$ cat config.mk
export PLATFORM = sky130hd
export DESIGN_NAME = slte_queue
export DESIGN_NICKNAME = d
export VERILOG_FILES = /design/src/hdl/slte_pkg.sv /design/src/hdl/slte_queue.sv
export SDC_FILE = /design/constraint.sdc
export NUM_CORES = 1
export LEC_CHECK = 0
export BUFFER_PORTS_ARGS = -buffer_cell sky130_fd_sc_hd__buf_2
export CAP_MARGIN = 20
export CELL_PAD_IN_SITES_DETAIL_PLACEMENT = 1
export CELL_PAD_IN_SITES_GLOBAL_PLACEMENT = 2
export CORE_UTILIZATION = 44
export CTS_CLUSTER_DIAMETER = 40
export DETAILED_ROUTE_END_ITERATION = 7
export PLACE_DENSITY_LB_ADDON = 0.1
export SLEW_MARGIN = 25
export SYNTH_ARGS = -nofsm -noshare
export SYNTH_HDL_FRONTEND = slang
export SYNTH_SLANG_ARGS = --single-unit
$ cat constraint.sdc
create_clock -name clk -period 2.63 [get_ports clk]
set_input_delay 0.526 -clock clk [delete_from_list [all_inputs] [get_ports clk]]
set_output_delay 0.526 -clock clk [all_outputs]
set_load 0.05 [all_outputs]
$ cat src/hdl/slte_pkg.sv
// Shared types, codes and sizes for the sprite list tile expander.
package slte_pkg;

  // List storage
  localparam int LIST_DEPTH = 256;
  localparam int IDX_W      = (LIST_DEPTH > 1) ? $clog2(LIST_DEPTH) : 1;
  localparam int CNT_W      = $clog2(LIST_DEPTH + 1);

  // Job queue between front and back
  localparam int QUEUE_DEPTH = 4;
  localparam int Q_PTR_W     = $clog2(QUEUE_DEPTH);
  localparam int Q_CNT_W     = $clog2(QUEUE_DEPTH + 1);

  // Request modes
  localparam logic [1:0] MODE_CLEAR   = 2'd0;
  localparam logic [1:0] MODE_APPEND  = 2'd1;
  localparam logic [1:0] MODE_DISPLAY = 2'd2;

  // Sprite size codes; the reserved code is stored but draws nothing
  localparam logic [1:0] SIZE_8X8      = 2'd0;
  localparam logic [1:0] SIZE_8X16     = 2'd1;
  localparam logic [1:0] SIZE_16X16    = 2'd2;
  localparam logic [1:0] SIZE_RESERVED = 2'd3;

  typedef enum logic [1:0] {
    ST_DRAW     = 2'd0,
    ST_ACCEPT   = 2'd1,
    ST_OVERFLOW = 2'd2,
    ST_NONE     = 2'd3
  } status_t;

  typedef enum logic {
    FE_IDLE,
    FE_READ
  } front_state_t;

  // One stored sprite, 44 bits
  typedef struct packed {
    logic               flip_v;
    logic               flip_h;
    logic [1:0]         palette_sel;
    logic [1:0]         size_code;
    logic [15:0]        tile_base;
    logic signed [10:0] sprite_y;
    logic signed [10:0] sprite_x;
  } sprite_t;

  // Work handed from front to back
  typedef struct packed {
    logic    is_sprite;
    status_t status;
    logic    done;
    sprite_t spr;
  } job_t;

endpackage

$ cat src/hdl/slte_queue.sv
// Short job queue that decouples the list front end from the tile expander.
module slte_queue (
  input  logic          clk,
  input  logic          rst,
  input  logic          push,
  input  slte_pkg::job_t push_job,
  output logic          full,
  output logic          head_valid,
  output slte_pkg::job_t head_job,
  input  logic          pop
);
  import slte_pkg::*;

  job_t                slots [QUEUE_DEPTH];
  logic [Q_PTR_W-1:0]  wr_ptr;
  logic [Q_PTR_W-1:0]  rd_ptr;
  logic [Q_CNT_W-1:0]  fill;

  assign full       = (fill == Q_CNT_W'(QUEUE_DEPTH));
  assign head_valid = (fill != '0);
  assign head_job   = slots[rd_ptr];

  // Store incoming jobs
  always_ff @(posedge clk) begin
    if (push) begin
      slots[wr_ptr] <= push_job;
    end
  end

  // Advance pointers and fill level
  always_ff @(posedge clk) begin
    if (rst) begin
      wr_ptr <= '0;
      rd_ptr <= '0;
      fill   <= '0;
    end else begin
      if (push) begin
        wr_ptr <= wr_ptr + 1'b1;
      end
      if (pop) begin
        rd_ptr <= rd_ptr + 1'b1;
      end
      if (push && !pop) begin
        fill <= fill + 1'b1;
      end else if (pop && !push) begin
        fill <= fill - 1'b1;
      end
    end
  end

endmodule

==> results of run 1 <==
routing by layer:
| layer | vias to the layer above | part of all wire (%) | track usage, % | wire length (µm) |
|---|---|---|---|---|
| met1 | 1808 | 43 | 22.1 | 6020 |
| met4 | 2 | 2.3 | 7.06 | 328 |
| met2 | 97 | 50 | 27.9 | 7000 |
| met5 | - | 0.14 | 0 | 19 |
| li1 | 1522 | - | - | - |
| met3 | 33 | 4.8 | 4.40 | 668 |
synthesized netlist by cell type, types with 3 or more instances:
cell type | count | share of area, %
and2_1 | 4 | 0.34
buf_2 | 3 | 0.20
buf_6 | 3 | 0.46
clkbuf_1 | 3 | 0.15
dfxtp_1 | 9 | 2.5
edfxtp_1 | 192 | 78
ha_1 | 5 | 0.85
inv_1 | 4 | 0.20
mux4_2 | 48 | 15
nor2_1 | 7 | 0.36
xor2_1 | 3 | 0.36
worst max-delay path, delay by kind of cell, from the launching register on:
kind	cells	cell delay [ns]
muxes	1	0.55
buffers and inverters	2	0.48
DFF	1	0.37
layout make-up:
class,instances,area share (%)
Clock buffer,38,9.50
Clock inverter,20,2.81
Inverter,4,0.161
Multi-Input combinational cell,78,14.1
Sequential cell,201,63.7
Tap cell,216,2.89
Timing Repair Buffer,113,6.78
power groups by stage:
stage	clock [mW]	combinational [mW]	sequential, mW
floorplan	0	0.801	3.78
global placement	0	1.07	3.78
detailed placement	0	1.09	3.79
CTS	4.54	1.09	3.73
global route	4.68	1.13	3.74
finish	4.45	1.07	3.73
registers in the layout (all words and copies together) (netlist names), named ones only:
register  cells
rd_ptr        2
slots       192
wr_ptr        2
fill          3
kinds of logic (layout without fill, tap and decap cells):
logic type	after synthesis	after routing	share of synthesized area, %
adder cells (fa/ha/maj)	6	6	1.12
multiplexers	50	50	15.0
flip-flops	201	201	80.9
XOR/XNOR	5	5	0.596
buffers and inverters	15	175	1.23
AO/OA/AOI/OAI	2	2	0.136
AND/OR/NAND/NOR	15	15	1.02
through the flow:
stage | total power, mW | std cells | setup slack, ns
final | 9.24 | 670 | 0.198
after CTS | 9.36 | 670 | 0.156
after global routing | 9.54 | 670 | 0.115
after global placement | 4.85 | 612 | 0.638
after floorplan | 4.58 | 294 | 0.530
after detailed placement | 4.88 | 612 | 0.561
worst max path at each step:
stage                   end  slack (ns)  cells after the start
2_1_floorplan   slots[2][0]        0.53                      3
3_3_place_gp        fill[2]        0.64                      7
3_5_place_dp        fill[2]        0.56                      7
4_1_cts        head_job[42]        0.16                      3
5_1_grt        head_job[42]        0.11                      3
6_report       head_job[42]        0.20                      3
==> flow_summary.ini, run 1 <==
[cells_and_area]
layout_common_cells = edfxtp_1 (192), buf_2 (101), mux4_2 (48)
num-nets-final = 490
antenna_cells = 0
multi_input_area_mm2 = 0.00132
final_area_mm2 = 0.00934
synthToLayoutAreaGrowth_pct = 27.1
fillers = 1402
layout-drive-gt1-share_pct = 48.2
fin_util_pct = 57.9
final_common_cell = edfxtp_1
final-seq-area_mm2 = 0.00595

[sta]
setup_viol = 0
slew_headroom_pct = 67.5
worst_slew_pin_slew_ns = 0.488
fin_worst_skew_ns = 0.0250
finalHoldViolations = 0
fin_crit_ns = 2.43
timing.fmax_mhz = 411
timing.final.crit_share_pct = 92.5
slew_viol_final = 0
tns_ns = 0
holdWs_ns = 0.249
rsz0062_at_grt = false

[logic_synthesis]
syn_area_per_cell_um2 = 25.0
ys_ff_latch = 201
synth_edf_count = 192
synthArstFlopShare_pct = 0
synth_warnings = 0
synthFlopType = edfxtp_1
syn_nets = 352
synth_area_mm2 = 0.00735
ys_seq_area_share_pct = 80.9
synthCells = 294
ys_types = 20

[critical_path]
slowest_stage = mux4_2
crit_fanout = 28
timing.rr.start = wr_ptr[0]
worstSetupPathType = reg2out
reg2reg_to = slots[0][22]
worstSetupEndpointType = primary output
slowest_delay_ns = 0.55
ff2ff_setup_slack_ns = 1.08
critPathLaunchType = register
arrival_ns = 1.91
required_ns = 2.10
path_cells = buf_12 -> mux4_2 -> buf_2
rr_worst_depth = 4

[floorplanning]
die_w_um = 131
design.portCount = 102
die_h_um = 131
rows = 46
initial_utilization_pct = 45.6
core_mm2 = 0.0161
dieArea_mm2 = 0.0172

[clocking]
post_cts_buffers = 0
clk_pin_slew_ns = 0.05
hold_buffers = 0
clk_latency_ns = 0.49
clock_sinks = 201
cts-resized-gates = 0
cts_root_buf = clkbuf_16
h-tree-depth = 2
clk_path_buf_depth = 3
cts_tree = yes
cts_inserted_buffers = 34

[hold_path]
whs_endpoint = slots[1][36]
hp-class = in2reg
hold-path-cell-count = 1
hp-start = push_job[36]

[global_routing]
grt_pass1_wl_um = 21800
antenna_found_initial = 2
grt_pass1_vias = 3884
grt_max_degree = 34
grt_use_total_pct = 17.2
gr-total-overflow = 0

[power_and_ir_drop]
pwr-share-clk_pct = 48.1
pwr-share-comb_pct = 11.6
p_sw_mw = 2.23
vdd_drop_max_uv = 828
p_per_area_mw_per_mm2 = 990
seqPwrFrac_pct = 40.3
p_int_mw = 7.02
swShare_pct = 24.1
p_leak_nw = 3.26

[drt]
via_per_inst = 5.17
drt_iter0_markers = 195
wl_um = 14000
ant_nets = 0
wl_per_cell_um = 20.9
firstDrtPassIters = 4
vias = 3462
drc = 0

[run_status]
outcome = finished, final reports clean

[place]
placed_area_mm2 = 0.00819
gp_congestion = 0.649
io_buffers = 101
place_hpwl_um = 8060

[flow_run]
cap_violations = 0
Note: power is estimated with default switching activity, not from simulation.
==> run 2, diff against run 1 <==
Settings changed: MAX_ROUTING_LAYER set to met4.
==> flow_summary.ini, run 2 (same netlist as run 1, synthesis figures left out) <==
[clocking]
cts_tree = yes
h-tree-depth = 2
hold_buffers = 0
cts-resized-gates = 0
cts_inserted_buffers = 34
cts_root_buf = clkbuf_16
clk_pin_slew_ns = 0.05
post_cts_buffers = 0
clk_latency_ns = 0.49
clock_sinks = 201
clk_path_buf_depth = 3

[floorplanning]
core_mm2 = 0.0161
die_w_um = 131
rows = 46
dieArea_mm2 = 0.0172
die_h_um = 131
design.portCount = 102
initial_utilization_pct = 45.6

[power_and_ir_drop]
p_sw_mw = 2.22
swShare_pct = 24.0
pwr-share-clk_pct = 48.1
vdd_drop_max_uv = 828
pwr-share-comb_pct = 11.6
seqPwrFrac_pct = 40.4
p_int_mw = 7.02
p_leak_nw = 3.26
p_per_area_mw_per_mm2 = 989

[critical_path]
path_cells = buf_12 -> mux4_2 -> buf_2
arrival_ns = 1.90
slowest_delay_ns = 0.55
worstSetupEndpointType = primary output
required_ns = 2.10
critPathLaunchType = register
crit_fanout = 28
slowest_stage = mux4_2
worstSetupPathType = reg2out

[drt]
drt_iter0_markers = 193
vias = 3441
wl_um = 14000
firstDrtPassIters = 4
wl_per_cell_um = 20.8
ant_nets = 0
via_per_inst = 5.12
drc = 0

[sta]
timing.fmax_mhz = 412
fin_worst_skew_ns = 0.0231
fin_crit_ns = 2.43
worst_slew_pin_slew_ns = 0.477
tns_ns = 0
finalHoldViolations = 0
timing.final.crit_share_pct = 92.4
slew_viol_final = 0
setup_viol = 0
rsz0062_at_grt = false
holdWs_ns = 0.250
slew_headroom_pct = 68.2

[global_routing]
grt_pass1_wl_um = 21800
grt_max_degree = 34
grt_use_total_pct = 17.7
gr-total-overflow = 0
antenna_found_initial = 2
grt_pass1_vias = 3884

[cells_and_area]
fin_cells = 672
fillers = 1401
fin_util_pct = 58.0
final_area_mm2 = 0.00934
layout_common_cells = edfxtp_1 (192), buf_2 (101), mux4_2 (48)
regMostFlops = slots
layout-drive-gt1-share_pct = 48.2
top_regs = slots x192, fill x3
synthToLayoutAreaGrowth_pct = 27.1
num-nets-final = 490
largest_reg_flops = 192
final_common_cell = edfxtp_1

[hold_path]
hp-class = in2reg

[place]
place_hpwl_um = 8060
dp.cells = 612
placed_area_mm2 = 0.00819
gp_congestion = 0.655
io_buffers = 101

[flow_run]
cap_violations = 0

[run_status]
outcome = finished, final reports clean
-- run 2: changes by cell type in the layout (fill, tap and decap cells not counted) --
| cell | before | now |
|---|---|---|
| diode_2 | 0 | 2 |
-- run 2: metrics by stage --
stage	setup slack (ns)	power [mW]
after CTS	0.156	9.36
after global placement	0.638	4.85
after detailed placement	0.561	4.88
after global routing	0.115	9.54
after floorplan	0.530	4.58
final	0.201	9.24
-- run 2: path summary, 6_finish.rpt --
check / from / to / slack (ns) / cells after the start
setup / recovery: register / head_job[42] / 0.20 / 3
hold / removal: push_job[45] / slots[1][45] / 0.25 / 1
setup reg to reg: wr_ptr[1] / slots[0][22] / 1.08 / 4
hold reg to reg: fill[2] / fill[2] / 0.51 / 2
-- run 2: worst max-delay path: cells and delay by family, from the launching register on --
family                 cells  cell delay (ns)
buffers and inverters      2             0.48
multiplexers               1             0.55
flip-flops                 1             0.37
-- run 2: layout make-up --
cell class	count	area, µm²	area share [%]
sequential	201	5950	63.7
multi-input combinational	78	1320	14.1
clock buffer	38	887	9.50
timing repair buffer	113	633	6.78
tap	216	270	2.89
clock inverter	20	263	2.81
inverter	4	15.0	0.161
antenna	2	5.00	0.0536
-- run 2: power groups by stage --
stage | registers [mW] | logic [mW] | clock network, mW
floorplan | 3.78 | 0.801 | 0
global route | 3.74 | 1.13 | 4.68
finish | 3.73 | 1.07 | 4.44
CTS | 3.73 | 1.09 | 4.54
detailed placement | 3.79 | 1.09 | 0
global placement | 3.78 | 1.07 | 0
-- run 2: metal layers --
metal | track usage (%) | share of wire [%] | vias up
met5 | - | 0 | -
met4 | 7.06 | 2.2 | 0
met3 | 4.24 | 4.3 | 28
met2 | 27.8 | 50 | 92
met1 | 22.2 | 43 | 1793
li1 | - | - | 1528
