`src/hdl/slte_pkg.sv`:
```
// Shared types, codes and sizes for the sprite list tile expander.
package slte_pkg;

  // List storage
  localparam int LIST_DEPTH = 256;
  localparam int IDX_W      = (LIST_DEPTH > 1) ? $clog2(LIST_DEPTH) : 1;
  localparam int CNT_W      = $clog2(LIST_DEPTH + 1);

  // Job queue between front and back
  localparam int QUEUE_DEPTH = 4;
  localparam int Q_PTR_W     = $clog2(QUEUE_DEPTH);
  localparam int Q_CNT_W     = $clog2(QUEUE_DEPTH + 1);

  // Request modes
  localparam logic [1:0] MODE_CLEAR   = 2'd0;
  localparam logic [1:0] MODE_APPEND  = 2'd1;
  localparam logic [1:0] MODE_DISPLAY = 2'd2;

  // Sprite size codes; the reserved code is stored but draws nothing
  localparam logic [1:0] SIZE_8X8      = 2'd0;
  localparam logic [1:0] SIZE_8X16     = 2'd1;
  localparam logic [1:0] SIZE_16X16    = 2'd2;
  localparam logic [1:0] SIZE_RESERVED = 2'd3;

  typedef enum logic [1:0] {
    ST_DRAW     = 2'd0,
    ST_ACCEPT   = 2'd1,
    ST_OVERFLOW = 2'd2,
    ST_NONE     = 2'd3
  } status_t;

  typedef enum logic {
    FE_IDLE,
    FE_READ
  } front_state_t;

  // One stored sprite, 44 bits
  typedef struct packed {
    logic               flip_v;
    logic               flip_h;
    logic [1:0]         palette_sel;
    logic [1:0]         size_code;
    logic [15:0]        tile_base;
    logic signed [10:0] sprite_y;
    logic signed [10:0] sprite_x;
  } sprite_t;

  // Work handed from front to back
  typedef struct packed {
    logic    is_sprite;
    status_t status;
    logic    done;
    sprite_t spr;
  } job_t;

endpackage

```
`src/hdl/slte_if.sv`:
```


interface slte_rsp_if;
  logic               valid;
  logic               ready;
  logic [1:0]         status;
  logic signed [11:0] draw_x;
  logic signed [11:0] draw_y;
  logic [15:0]        draw_tile;
  logic [2:0]         draw_palette;
  logic               draw_flip_h;
  logic               draw_flip_v;
  logic               last_of_run;
  logic               frame_done;

  modport source (output valid, status, draw_x, draw_y, draw_tile, draw_palette,
                  draw_flip_h, draw_flip_v, last_of_run, frame_done, input ready);
  modport sink (input valid, status, draw_x, draw_y, draw_tile, draw_palette,
                draw_flip_h, draw_flip_v, last_of_run, frame_done, output ready);
endinterface

```
`src/hdl/slte_back.sv`:
```
// Tile expander: turns a queued job into results, one per cycle unless stalled.
module slte_back (
  input  logic           clk,
  input  logic           rst,
  input  logic           job_valid,
  input  slte_pkg::job_t job,
  output logic           pop,
  slte_rsp_if.source     rsp
);
  import slte_pkg::*;

  logic [1:0]         step;
  logic [1:0]         last_step;
  logic               load;
  logic               is_draw;
  logic               col;
  logic               row;
  logic signed [11:0] x_ext;
  logic signed [11:0] y_ext;
  logic signed [11:0] x_off;
  logic [15:0]        col_tile;
  logic               tile_inc;
  status_t            res_status;

  // Number of results for the job, less one
  always_comb begin
    last_step = 2'd0;
    if (job.is_sprite) begin
      case (job.spr.size_code)
        SIZE_8X16:  last_step = 2'd1;
        SIZE_16X16: last_step = 2'd3;
        default:    last_step = 2'd0;
      endcase
    end
  end

  assign load    = job_valid && (!rsp.valid || rsp.ready);
  assign pop     = load && (step == last_step);
  assign is_draw = job.is_sprite && (job.spr.size_code != SIZE_RESERVED);
  assign col     = step[1];
  assign row     = step[0];
  assign x_ext   = {job.spr.sprite_x[10], job.spr.sprite_x};
  assign y_ext   = {job.spr.sprite_y[10], job.spr.sprite_y} + 12'sd1;

  // Column offset from the sprite centre
  always_comb begin
    case (job.spr.size_code)
      SIZE_8X16:  x_off = -12'sd4;
      SIZE_16X16: x_off = col ? 12'sd0 : -12'sd8;
      default:    x_off = 12'sd0;
    endcase
  end

  // Right column of a wide sprite uses the next tile block; mirror swaps columns
  assign col_tile = (job.spr.size_code == SIZE_16X16 && ((col == 1'b0) == job.spr.flip_h))
                    ? job.spr.tile_base + 16'd16 : job.spr.tile_base;
  assign tile_inc = (job.spr.size_code != SIZE_8X8) && (job.spr.flip_v ^ row);

  assign res_status = job.is_sprite ? (is_draw ? ST_DRAW : ST_NONE) : job.status;

  // Advance through the job's results
  always_ff @(posedge clk) begin
    if (rst) begin
      step <= 2'd0;
    end else if (load) begin
      step <= pop ? 2'd0 : step + 2'd1;
    end
  end

  // Output register
  always_ff @(posedge clk) begin
    if (rst) begin
      rsp.valid <= 1'b0;
    end else if (load) begin
      rsp.valid <= 1'b1;
    end else if (rsp.ready) begin
      rsp.valid <= 1'b0;
    end
  end

  always_ff @(posedge clk) begin
    if (load) begin
      rsp.status      <= res_status;
      rsp.last_of_run <= (step == last_step);
      rsp.frame_done  <= job.done;
      if (is_draw) begin
        rsp.draw_x       <= x_ext + x_off;
        rsp.draw_y       <= row ? y_ext + 12'sd8 : y_ext;
        rsp.draw_tile    <= col_tile + {15'd0, tile_inc};
        rsp.draw_palette <= {1'b1, job.spr.palette_sel};
        rsp.draw_flip_h  <= job.spr.flip_h;
        rsp.draw_flip_v  <= job.spr.flip_v;
      end else begin
        rsp.draw_x       <= '0;
        rsp.draw_y       <= '0;
        rsp.draw_tile    <= '0;
        rsp.draw_palette <= '0;
        rsp.draw_flip_h  <= 1'b0;
        rsp.draw_flip_v  <= 1'b0;
      end
    end
  end

endmodule

```
`src/flat_wrapper.sv`:
```
// flat-port wrapper written by rule: the top's interface ports become plain ports
module slte_back_flat import slte_pkg::*;
  (clk, rst, job_valid, job, pop, rsp_valid, rsp_status, rsp_draw_x, rsp_draw_y, rsp_draw_tile, rsp_draw_palette, rsp_draw_flip_h, rsp_draw_flip_v, rsp_last_of_run, rsp_frame_done, rsp_ready);
  slte_rsp_if rsp_i ();
  input  logic clk;
  input  logic rst;
  input  logic job_valid;
  input  slte_pkg::job_t job;
  output logic pop;
  output wire logic [$bits(rsp_i.valid)-1:0] rsp_valid;
  output wire logic [$bits(rsp_i.status)-1:0] rsp_status;
  output wire logic [$bits(rsp_i.draw_x)-1:0] rsp_draw_x;
  output wire logic [$bits(rsp_i.draw_y)-1:0] rsp_draw_y;
  output wire logic [$bits(rsp_i.draw_tile)-1:0] rsp_draw_tile;
  output wire logic [$bits(rsp_i.draw_palette)-1:0] rsp_draw_palette;
  output wire logic [$bits(rsp_i.draw_flip_h)-1:0] rsp_draw_flip_h;
  output wire logic [$bits(rsp_i.draw_flip_v)-1:0] rsp_draw_flip_v;
  output wire logic [$bits(rsp_i.last_of_run)-1:0] rsp_last_of_run;
  output wire logic [$bits(rsp_i.frame_done)-1:0] rsp_frame_done;
  input wire logic [$bits(rsp_i.ready)-1:0] rsp_ready;
  assign rsp_valid = rsp_i.valid;
  assign rsp_status = rsp_i.status;
  assign rsp_draw_x = rsp_i.draw_x;
  assign rsp_draw_y = rsp_i.draw_y;
  assign rsp_draw_tile = rsp_i.draw_tile;
  assign rsp_draw_palette = rsp_i.draw_palette;
  assign rsp_draw_flip_h = rsp_i.draw_flip_h;
  assign rsp_draw_flip_v = rsp_i.draw_flip_v;
  assign rsp_last_of_run = rsp_i.last_of_run;
  assign rsp_frame_done = rsp_i.frame_done;
  assign rsp_i.ready = rsp_ready;
  slte_back u_core (.clk(clk), .rst(rst), .job_valid(job_valid), .job(job), .pop(pop), .rsp(rsp_i));
endmodule
```
`config.mk`:
```
export PLATFORM = sky130hd
export DESIGN_NAME = slte_back_flat
export DESIGN_NICKNAME = d
export VERILOG_FILES = /design/src/hdl/slte_pkg.sv /design/src/hdl/slte_if.sv /design/src/hdl/slte_back.sv /design/src/flat_wrapper.sv
export SDC_FILE = /design/constraint.sdc
export NUM_CORES = 1
export LEC_CHECK = 0
export ABC_AREA = 1
export ABC_CLOCK_PERIOD_IN_PS = 2750
export BUFFER_PORTS_ARGS = -buffer_cell sky130_fd_sc_hd__buf_2
export CAP_MARGIN = 10
export CORE_AREA = 8 8 92 94
export CTS_CLUSTER_SIZE = 20
export DETAILED_ROUTE_END_ITERATION = 10
export DIE_AREA = 0 0 100 102
export PLACE_DENSITY = 0.9
export RECOVER_POWER = 100
export SLEW_MARGIN = 10
export SYNTH_ARGS = -nofsm -noshare
export SYNTH_HDL_FRONTEND = slang
export SYNTH_SLANG_ARGS = --single-unit
```
`constraint.sdc`:
```
create_clock -name clk -period 2.75 [get_ports clk]
set_clock_uncertainty 0.1 [all_clocks]
set_input_delay 0.1375 -clock clk [delete_from_list [all_inputs] [get_ports clk]]
set_output_delay 0.1375 -clock clk [all_outputs]
set_load 0.01 [all_outputs]
```
==> flow_summary.toml <==
[timing]
whs_ps = 20.66
worst_slack_ps = 314.9
setup_viol = 0
min_period_over_period = 0.8855
max_freq_mhz = 410.7
rsz0062_at_grt = "false"
hold_violations = 0
slew_viol_final = 0
max-slew-margin-rel = 0.08704
min_period_ps = 2435
tightest_slew_ps = 1369
tns_ps = 0

[floorplan]
io_pins = 103
design.core.area_um2 = 7059
die_x_um = 100
fp-row-count = 31
initial_utilization = 0.5087
die_area_um2 = 10200
die_h_um = 102

[worst_setup_path]
cp-start-kind = "flip-flop"
r2r_slack_ps = 310
rr_startpoint = "u_core.step[0]$_SDFFE_PP0P_"
cp.arrival_ps = 2390
critPathKind = "flip-flop to flip-flop"
cp_max_fo = 7
end_kind = "flip-flop"
r2r-end = "u_core.rsp.draw_tile[14]$_SDFFCE_PN0P_"
critical_path_required_ps = 2700
reg2regPathDepth = 13

[yosys]
netlist_area_um2 = 3591
synth_common_cells = "110 x nand2_1, 77 x nor2_1, 72 x inv_1, 49 x edfxtp_1, 28 x nand3_1"
ys_async_sr_fraction = 0
synth-edff-count = 49
ys_seq_area_frac = 0.4265
yosysTopAreaCell = "edfxtp_1"
avgSynthCellArea_um2 = 7.657
synth-seq-cells = 52
syn_inst = 469
synth_ff_type = "edfxtp_1"
ys_warn_count = 0
syn-num-nets = 534
synth_top_area_share = 0.4098
synth_area_leaders = "edfxtp_1 41%, nand2_1 11%, nor2_1 8.0%, inv_1 7.5%, ha_1 4.5%"
synth_most_common_cell = "nand2_1"
synth_cell_types = 36

[place]
dp_hpwl_mm = 7.122
port_buffers = 102
dp.cells = 664
place.gp.congestion = 0.8451
detailedPlace.worstSlack_ps = 292.1

[route]
ant_nets = 0
wl_per_cell_um = 12.95
vias = 3314
drt_iter0_drc = 136
drt_pre_antenna_iters = 4
drc = 0
drt_wl_total_mm = 8.727
vias_per_cell = 4.917

[clock_tree]
htreeDepth = 2
post_cts_buffers = 0
cts-root-buf = "clkbuf_8"
hold_buffers = 2
post_cts_resize_count = 0
tritoncts = "done"
clkLatencyLatePin_ps = 300
cts_buffers = 5
clock_path_buffers = 2
clkTransAtPathRegs_ps = 100
clkSinkCount = 52

[finish]
drive_gt1_frac = 0.1600
antennaDiodeCount = 0
nets = 639
utilization = 0.5962
layoutNonFillerInstCount = 674
area_delta_synth_final_pct = 17.21
fillerInstances = 650

[global_routing]
grt_usage = 0.1680
antenna_found_initial = 0
grt_pass1_vias = 3320
grt_pass1_wl_mm = 13.97
grt_max_degree = 32
grt_overflow = 0

[pwr]
ir_drop_v = 0.0001876
p_leak_nw = 2.022
powerDensity_nw_per_um2 = 432.3

[outcome]
status = "finished clean"

[hold_path]
min_to = "u_core.rsp.draw_palette[1]$_SDFFCE_PN0P_"
whs_path_depth = 3
hold_class = "input port to flip-flop"
hold_start = "job[41]"

[job]
cap_violations = 0
-- worst max-delay path: stages (launching register included) --
cell     delay, ps
dfxtp_1        400
a21oi_1        150
o21a_1         130
ha_1           180
ha_1           190
nand2_1         80
nor2_1         140
nand3_1        150
nor2_2         140
nand3_2        110
nor2_1         190
nand2_1         80
nand2_1         60
nor2_1          60
-- sequential cells by signal, indices dropped and copies added, names as in the netlist --
name / count
u_core.rsp.draw_flip_h: 1
u_core.rsp.last_of_run: 1
u_core.rsp.draw_tile: 16
u_core.rsp.draw_flip_v: 1
u_core.rsp.draw_palette: 3
u_core.step: 2
u_core.rsp.draw_x: 12
u_core.rsp.draw_y: 12
u_core.rsp.frame_done: 1
u_core.rsp.status: 2
u_core.rsp.valid: 1
-- cells in the final DEF, fill, tap and decap left out, drive strengths merged, types with 4 or more instances in the layout --
cell type,count
xor2,7
edfxtp,49
buf,49
nor2,85
clkinv,4
nor3,7
nand3b,5
nand2,126
nand4,9
ha,13
inv,77
a21oi,23
nand3,31
clkbuf,60
o21ai,15
-- power by group --
| part | switching, mW | internal (mW) | leakage [nW] | total (mW) |
|---|---|---|---|---|
| combinational | 0.288 | 0.144 | 1.46 | 0.432 |
| sequential | 0.0209 | 0.938 | 0.517 | 0.959 |
| clock | 0.251 | 0.178 | 0.0479 | 0.429 |
| total | 0.559 | 1.26 | 2.02 | 1.82 |
-- kinds of logic after synthesis --
group,Yosys count,synth area share
AND/OR/NAND/NOR,264,0.3373
buffers and inverters,86,0.09756
flip-flops,52,0.4265
AO/OA/AOI/OAI,47,0.07422
adder cells (fa/ha/maj),13,0.04530
XOR/XNOR,7,0.01916
-- per-layer routing --
metal  up-vias  share of wire  track usage
met2        78           0.54       0.3422
met5         -              0            0
met1      1511           0.39       0.1625
met3        10          0.053      0.04223
li1       1715              -            -
met4         0          0.011      0.04186
-- cell type report --
class                      count  area [um2]  share of cell area
inverter                      78       292.8             0.06956
clock inverter                 3       18.77            0.004459
sequential                    52        1531              0.3639
tap                           99       123.9             0.02943
multi-input combinational    331        1700              0.4040
clock buffer                   5       68.82             0.01635
timing repair buffer         106       473.0              0.1124
-- through the flow --
step / area (um2) / total power [mW]
6_report: 4209 / 1.820
5_1_grt: 4209 / 1.913
4_1_cts: 4305 / 1.854
3_5_place_dp: 4198 / 1.427
3_3_place_gp: 4198 / 1.406
2_1_floorplan: 3591 / 1.263
-- how the worst max path moves through the flow --
stage / depth (start not counted) / startpoint / to
finish: 13 / u_core.step[0]$_SDFFE_PP0P_ / u_core.rsp.draw_tile[14]$_SDFFCE_PN0P_
global route: 10 / u_core.step[1]$_SDFFE_PP0P_ / u_core.rsp.draw_tile[11]$_SDFFCE_PN0P_
CTS: 13 / u_core.step[0]$_SDFFE_PP0P_ / u_core.rsp.draw_tile[14]$_SDFFCE_PN0P_
detailed placement: 16 / job[38] / u_core.rsp.draw_tile[14]$_SDFFCE_PN0P_
global placement: 16 / job[38] / u_core.rsp.draw_tile[14]$_SDFFCE_PN0P_
floorplan: 14 / u_core.step[0]$_SDFFE_PP0P_ / u_core.rsp.draw_tile[14]$_SDFFCE_PN0P_
Note: power is estimated with default switching activity, not from simulation.
